--- config.mk ---
export PLATFORM = sky130hd
export DESIGN_NAME = mwsd_std
export DESIGN_NICKNAME = d
export VERILOG_FILES = /design/src/rtl/mwsd_pkg.sv /design/src/rtl/mwsd_std.sv
export SDC_FILE = /design/constraint.sdc
export NUM_CORES = 2
export LEC_CHECK = 0
export BUFFER_PORTS_ARGS = -buffer_cell sky130_fd_sc_hd__buf_4
export CAP_MARGIN = 20
export CORE_MARGIN = 2
export CORE_UTILIZATION = 45
export CTS_CLUSTER_SIZE = 20
export DETAILED_ROUTE_END_ITERATION = 8
export SLEW_MARGIN = 15
export SYNTH_ARGS = -nofsm -noshare
export SYNTH_HDL_FRONTEND = slang
export SYNTH_SLANG_ARGS = --single-unit
--- constraint.sdc ---
create_clock -name clock -period 18.9 [get_ports clock]
set_input_delay 3.78 -clock clock [delete_from_list [all_inputs] [get_ports clock]]
set_output_delay 3.78 -clock clock [all_outputs]
set_load 0.01 [all_outputs]
--- src/rtl/mwsd_pkg.sv ---
// ----------------------------------------------------------------------------
// mwsd_pkg: shared types and constants
// Widths, register indexes and state types of the moving window std-dev block.
// ----------------------------------------------------------------------------
package mwsd_pkg;

   localparam int MAX_WINDOW   = 32;
   localparam int SAMPLE_WIDTH = 24;
   localparam int IDX_W        = $clog2(MAX_WINDOW);
   localparam int N_W          = IDX_W + 1;
   localparam int SQ_W         = 2 * SAMPLE_WIDTH;
   localparam int SUM_W        = SAMPLE_WIDTH + N_W;
   localparam int SUMSQ_W      = SQ_W + N_W - 1;
   localparam int NSS_W        = SUMSQ_W + N_W;
   localparam int S1SQ_W       = 2 * (SUM_W - 1);
   localparam int RAD_W        = 60;
   localparam int ROOT_W       = RAD_W / 2;
   localparam int STEP_W       = $clog2(ROOT_W);
   localparam int STD_W        = 23;
   localparam int CNT_W        = IDX_W;
   localparam int CSR_IDX_W    = 1;
   localparam int CSR_DATA_W   = N_W;

   localparam logic [CSR_IDX_W-1:0] REG_ERR_MODE      = 1'd0;
   localparam logic [CSR_IDX_W-1:0] REG_WINDOW_LENGTH = 1'd1;

   typedef enum logic [3:0] {
      ST_IDLE,
      ST_SQV,
      ST_FILL,
      ST_PUSH_A,
      ST_PUSH_B,
      ST_PUSH_C,
      ST_DECIDE,
      ST_FLUSH_CHK,
      ST_STD_WAIT,
      ST_EMIT
   } state_type;

   typedef enum logic [2:0] {
      PH_IDLE,
      PH_DIFF,
      PH_ROOT,
      PH_DIV,
      PH_DONE
   } phase_type;

   typedef struct packed {
      logic load;
      logic shift;
   } cell_ctrl_type;

endpackage

--- src/rtl/mwsd_std.sv ---
// ----------------------------------------------------------------------------
// mwsd_std: standard deviation unit
// Forms N*S2 - S1^2, takes its square root a bit a cycle, divides by N.
// ----------------------------------------------------------------------------
module mwsd_std (
   input  logic                                 clock,
   input  logic                                 reset,
   input  logic                                 start,
   input  logic [mwsd_pkg::N_W-1:0]             n,
   input  logic signed [mwsd_pkg::SUM_W-1:0]    s1,
   input  logic [mwsd_pkg::SUMSQ_W-1:0]         s2,
   output logic                                 done,
   output logic [mwsd_pkg::STD_W-1:0]           result
);

   localparam int RW = mwsd_pkg::RAD_W;
   localparam int QW = mwsd_pkg::ROOT_W;

   mwsd_pkg::phase_type ph_ff, ph_in;
   logic [mwsd_pkg::NSS_W-1:0]   ns2_ff, ns2_in;
   logic [mwsd_pkg::S1SQ_W-1:0]  s1sq_ff, s1sq_in;
   logic [RW-1:0]                x_ff, x_in, res_ff, res_in, bit_ff, bit_in;
   logic [mwsd_pkg::STEP_W-1:0]  cnt_ff, cnt_in;
   logic [QW-1:0]                quo_ff, quo_in;
   logic [mwsd_pkg::IDX_W-1:0]   rem_ff, rem_in;

   logic [mwsd_pkg::SUM_W-1:0]   s1_mag;
   logic [2*mwsd_pkg::SUM_W-1:0] s1_prod;
   logic [mwsd_pkg::NSS_W+1:0]   ns2_prod;
   logic [RW-1:0]                trial, res_step;
   logic                         root_ge, div_ge;
   logic [mwsd_pkg::N_W-1:0]     rem_shift;

   always_comb begin
      s1_mag   = s1[mwsd_pkg::SUM_W-1] ? (~s1 + 1'b1) : s1;
      s1_prod  = s1_mag * s1_mag;
      ns2_prod = {2'b00, s2} * {{(mwsd_pkg::NSS_W-mwsd_pkg::N_W+2){1'b0}}, n};
      trial    = res_ff + bit_ff;
      root_ge  = x_ff >= trial;
      res_step = root_ge ? ((res_ff >> 1) + bit_ff) : (res_ff >> 1);
      rem_shift = {rem_ff, quo_ff[QW-1]};
      div_ge   = rem_shift >= n;
   end

   always_comb begin
      ph_in   = ph_ff;
      ns2_in  = ns2_ff;
      s1sq_in = s1sq_ff;
      x_in    = x_ff;
      res_in  = res_ff;
      bit_in  = bit_ff;
      cnt_in  = cnt_ff;
      quo_in  = quo_ff;
      rem_in  = rem_ff;
      case (ph_ff)
         mwsd_pkg::PH_IDLE: begin
            if (start) begin
               ns2_in  = ns2_prod[mwsd_pkg::NSS_W-1:0];
               s1sq_in = s1_prod[mwsd_pkg::S1SQ_W-1:0];
               ph_in   = mwsd_pkg::PH_DIFF;
            end
         end
         mwsd_pkg::PH_DIFF: begin
            // Guard against a negative radicand.
            if ({1'b0, ns2_ff} >= {2'b00, s1sq_ff}) begin
               x_in = RW'({1'b0, ns2_ff} - {2'b00, s1sq_ff});
            end else begin
               x_in = '0;
            end
            res_in = '0;
            bit_in = RW'(1) << (RW - 2);
            cnt_in = '0;
            ph_in  = mwsd_pkg::PH_ROOT;
         end
         mwsd_pkg::PH_ROOT: begin
            if (root_ge) begin
               x_in = x_ff - trial;
            end
            res_in = res_step;
            bit_in = bit_ff >> 2;
            cnt_in = cnt_ff + 1'b1;
            if (cnt_ff == mwsd_pkg::STEP_W'(QW - 1)) begin
               quo_in = res_step[QW-1:0];
               rem_in = '0;
               cnt_in = '0;
               ph_in  = mwsd_pkg::PH_DIV;
            end
         end
         mwsd_pkg::PH_DIV: begin
            rem_in = div_ge ? mwsd_pkg::IDX_W'(rem_shift - n)
                            : rem_shift[mwsd_pkg::IDX_W-1:0];
            quo_in = {quo_ff[QW-2:0], div_ge};
            cnt_in = cnt_ff + 1'b1;
            if (cnt_ff == mwsd_pkg::STEP_W'(QW - 1)) begin
               ph_in = mwsd_pkg::PH_DONE;
            end
         end
         mwsd_pkg::PH_DONE: begin
            ph_in = mwsd_pkg::PH_IDLE;
         end
         default: begin
            ph_in = mwsd_pkg::PH_IDLE;
         end
      endcase
   end

   always_ff @(posedge clock) begin
      if (reset) begin
         ph_ff <= mwsd_pkg::PH_IDLE;
      end else begin
         ph_ff <= ph_in;
      end
      ns2_ff  <= ns2_in;
      s1sq_ff <= s1sq_in;
      x_ff    <= x_in;
      res_ff  <= res_in;
      bit_ff  <= bit_in;
      cnt_ff  <= cnt_in;
      quo_ff  <= quo_in;
      rem_ff  <= rem_in;
   end

   assign done   = (ph_ff == mwsd_pkg::PH_DONE);
   assign result = quo_ff[mwsd_pkg::STD_W-1:0];

endmodule

## Word-level counts from Yosys, hierarchy flattened

Index checks and enable logic that the tools add are counted.
Widths: inputs -> output; s select.

| word-level totals | value |
|---|---|
| bits of input ports | 92 |
| output and inout port bits | 24 |
| word-level logic and storage cells | 57 |
| bits in registers | 340 |

| cells by class | value |
|---|---|
| equal/unequal tests | 9 |
| bitwise operators | 1 |
| multiply operators | 2 |
| muxes and demuxes | 18 |
| add/sub/neg operators | 7 |
| reductions and logical operators | 8 |
| magnitude comparators | 3 |

Operators by type and width:

| operator | count |
|---|---|
| $pmux 60 s2 | 3 |
| $mux 60 | 3 |
| $add 59x60->60 | 1 |
| $add 60x60->60 | 1 |
| $ge 60x60->1 | 1 |
| $mux 30 | 2 |
| $pmux 30 s2 | 1 |
| $sub 59x58->60 | 1 |
| $sub 60x60->60 | 1 |
| $ge 59x58->1 | 1 |
| $mul 53x6->59 | 1 |
| $mul 30x30->58 | 1 |
| $add 30x1->30 const B | 1 |
| $not 30->30 | 1 |
| $mux 5 | 3 |
| $pmux 5 s3 | 1 |
| $pmux 3 s4 | 1 |
| $pmux 5 s2 | 1 |
| $mux 3 | 3 |
| $ne 2x2->1 const B | 4 |
| $eq 3x2->1 const B | 2 |
| $ge 6x6->1 | 1 |
| $reduce_and 2->1 | 3 |
| $add 5x1->5 const B | 1 |
| 8 further kinds | 9 |

## Depth between registers and ports, before layout

| depth | value |
|---|---|
| depth in word-level cells | 5 |
| mapped depth | 39 |
| gate-level depth less buffers | 36 |

## Worst setup path before layout

No wires, ideal clock.

| timing path | value |
|---|---|
| path kind | input to register |
| start point | input start |
| end point | register ns2_ff[0] in the netlist's numbering (enable) |
| library setup time | 916 ps |
| buffers on the path | 0 |
| arrival | 15,437 ps |
| path slack | 2,547 ps |
| required time | 17,984 ps |
| stages on the path | 1 |
| cell sequence | nor4b_1 |

| on the way | value |
|---|---|
| cells in the longest elaborated chain, start to end | 1 |

Ends and longest elaborated chain:

| item | RTL line | text |
|---|---|---|
| start: declaration | mwsd_std.sv:8 | `input logic start,` |
| $reduce_and 2->1 (no source line) | n/a |  |
| end signal: assignment | mwsd_std.sv:113 | `ns2_ff <= ns2_in;` |
| end: declaration | mwsd_std.sv:20 | `logic [mwsd_pkg::NSS_W-1:0] ns2_ff, ns2_in;` |

No other way between the ends.
A chain may end at the register's enable or synchronous reset.

## Worst setup path in the final report

| timing path | value |
|---|---|
| start point | input s1[0] in the netlist's numbering |
| end point | register s1sq_ff[57] in the netlist's numbering (data pin) |

| on the way | value |
|---|---|
| cells in the longest elaborated chain, start to end | 4 |

Ends and longest elaborated chain:

| item | RTL line | text |
|---|---|---|
| start: declaration | mwsd_std.sv:10 | `input logic signed [mwsd_pkg::SUM_W-1:0] s1,` |
| $not 30->30 | mwsd_std.sv:35 | `s1_mag = s1[mwsd_pkg::SUM_W-1] ? (~s1 + 1'b1) : s1;` |
| $add 30x1->30 | mwsd_std.sv:35 |  |
| $mux 30 (*) | mwsd_std.sv:35 |  |
| $mul 30x30->58 (*) | mwsd_std.sv:36 | `s1_prod = s1_mag * s1_mag;` |
| net s1_prod, one bit | mwsd_std.sv:28 | `logic [2*mwsd_pkg::SUM_W-1:0] s1_prod;` |
| end signal: assignment | mwsd_std.sv:114 | `s1sq_ff <= s1sq_in;` |
| end: declaration | mwsd_std.sv:21 | `logic [mwsd_pkg::S1SQ_W-1:0] s1sq_ff, s1sq_in;` |

Mark *: on every way through the listed nets, which the timed path passes. The rest lies on a longest branch.

==> reports/qor.txt <==
Final Util - 48.1%
slowest stage delay, CP - 690 ps
Setup TNS - 0 ps
Routed WL - 159 mm
DR vias - 44.6k
CTS clk-pin slew, worst paths - 60 ps
slowest CP cell - a2111oi_0
critical path startpoint category - input port
number of global-route vias before repair - 45.6k
Worst Tran Pin Value - 1170 ps
Netlist cell types - 103
EDFF count, synth - 306
Routability Congestion - 0.953
CTS Sinks - 309
most frequent cells in the layout - inv_1, fa_1, nand2_1
Hold Crit Class - reg -> reg
Seq/Total Area, Yosys - 16.0%
#FFs+latches synth - 309
Post-CTS Setup Bufs - 0
Max Cap Viol - 0
Worst Path Required - 19210 ps
largest net degree at the start of global routing - 70
first-pass GRT wire length - 254 mm
Final Max Slew Viols - 0
DRT Pass-1 Iters - 6
Port Buffers - 115
Worst R2R End - quo_ff[24]
Critical Path AT - 14620 ps
unrepaired setup endpoints after global routing - false
GR peak layer - met2
CTS tree - yes
cells after synthesis - 6424
diode count - 0
I/O pins - 116
Max clock buf depth - 3
Setup crit end - s1sq_ff[57]
Rows - 131
reg2reg start - res_ff[8]
gr ovfl total - 0
CTS H-tree depth - 2
CP max FO - 20
area of the multi-input gates - 0.0429 mm^2
most common cell after layout, fill and taps aside - inv_1
DRC - 0
CP Capture Type - flop
Resize count post-CTS - 0
gr usage total - 24.5%
Critical Path Start - s1[0]
hold-fix buffers at CTS - 0
mapped cell area - 0.0577 mm^2
TritonCTS Buffers - 38
Worst Skew - 36.8 ps
Die Area - 0.131 mm^2
initial antenna violation count - 2
routing usage on met1 - 34.1%
reg-to-reg setup timing slack - 11760 ps
critical path class - in -> reg
DR WL/cell - 19.6 um
met2 GRT Util - 40.6%
nets@finish - 7881
Die Ht - 362 um
Synth Flop Type - edfxtp_1
Avg Inst Size Synth - 8.98 um^2
final worst path period share - 75.7%
path depth of the worst reg2reg path - 22
die span in x - 362 um
YS warnings - 0
Register Area - 0.00925 mm^2
Fin. Hold Viols - 0
status - finished, final reports clean
via-per-instance ratio - 5.51
area delta synth->final - 6.29%
relative slew slack - 22.2%
CP dominant cell by count - fa_1
Async SR Flop Fraction - 0%
1st-iter DRT viols - 3315
initial core utilization - 45.3%
# fillers - 12.2k
clock root buffer - clkbuf_16
core area - 0.127 mm^2
share of layout cells above drive strength 1 - 4.86%
Clock Latency Late Sink - 590 ps
met3 Resource Use GR - 2.90%
fin crit period - 14320 ps
Detail Route Antenna Nets - 0
DP HPWL - 129 mm
number of setup violations in the final report - 0
max frequency - 0.0699 GHz
[cell usage after synthesis, drive strengths merged, types with 44 or more instances]
| cell | instances | area share, % |
|---|---|---|
| nand4 | 63 | 0.68 |
| o31ai | 44 | 0.63 |
| ha | 491 | 11 |
| a21o | 173 | 2.3 |
| xor2 | 135 | 2.1 |
| clkbuf | 202 | 1.3 |
| nand3 | 71 | 0.62 |
| and2 | 62 | 0.67 |
| a21oi | 307 | 2.7 |
| edfxtp | 306 | 16 |
| buf | 47 | 0.53 |
| fa | 904 | 31 |
| nand2 | 793 | 5.2 |
| nor2 | 450 | 2.9 |
| and3 | 58 | 0.63 |
| o21ai | 192 | 1.7 |
| a31oi | 78 | 0.86 |
| nor3 | 53 | 0.47 |
| o21bai | 68 | 0.88 |
| inv | 1224 | 8.0 |
| xnor2 | 219 | 3.3 |
[layer usage]
layer | vias up | routed length [um]
met5 | - | 11
met4 | 2 | 4810
met3 | 217 | 9130
met2 | 1314 | 75000
met1 | 22300 | 69800
li1 | 20800 | -
[cell families after synthesis]
kind of cell / after synthesis / share of synthesized area [%]
XOR/XNOR: 354 / 5.46
AO/OA/AOI/OAI: 1154 / 13.1
AND/OR/NAND/NOR: 1715 / 13.2
flip-flops: 309 / 16.0
adder cells (fa/ha/maj): 1395 / 42.0
other: 2 / 0.0130
buffers and inverters: 1477 / 9.85
multiplexers: 18 / 0.317
[worst min-delay path by stage]
stage                           from    endpoint  slack [ps]  depth (start not counted)
after global placement    quo_ff[23]  quo_ff[24]         520                          2
after floorplan           quo_ff[25]  quo_ff[26]         490                          2
after global routing      quo_ff[25]  quo_ff[26]         560                          2
after CTS                 quo_ff[25]  quo_ff[26]         550                          2
after detailed placement  quo_ff[25]  quo_ff[26]         530                          2
final                     quo_ff[23]  quo_ff[24]         550                          2
[final cells by class]
type	instances	share of cell area (%)
multi-input cells	4657	70.0
flip-flops and latches	309	15.1
inverters	1228	7.53
well taps	1662	3.39
repair buffers	160	1.95
clock buffers	42	1.61
clock inverters	28	0.410
[registers in the layout (all words and copies together), names as in the netlist]
| register | count |
|---|---|
| ph_ff | 3 |
| cnt_ff | 5 |
| bit_ff | 30 |
| rem_ff | 5 |
| x_ff | 60 |
| quo_ff | 30 |
| res_ff | 60 |
| s1sq_ff | 57 |
| ns2_ff | 59 |
[stage by stage]
stage,cell area [um^2],setup slack [ps],hold slack [ps],std cells
2_1_floorplan,57800,2550,495,6443
3_3_place_gp,60100,4400,519,8015
3_5_place_dp,60100,4170,531,8016
4_1_cts,61300,4750,546,8086
5_1_grt,61300,4210,562,8086
6_report,61300,4580,548,8086
[worst max-delay path: cells and delay by family]
kind            cells  cell delay [ps]
compound gates      6             1960
xor+xnor            2              840
fa+ha+maj          10             4550
simple gates        9             1850
buf+inv             8             1630
Power is left out: the tool's default activity adds up to more than one toggle a clock period on the data nets, which glitch-free logic cannot reach.
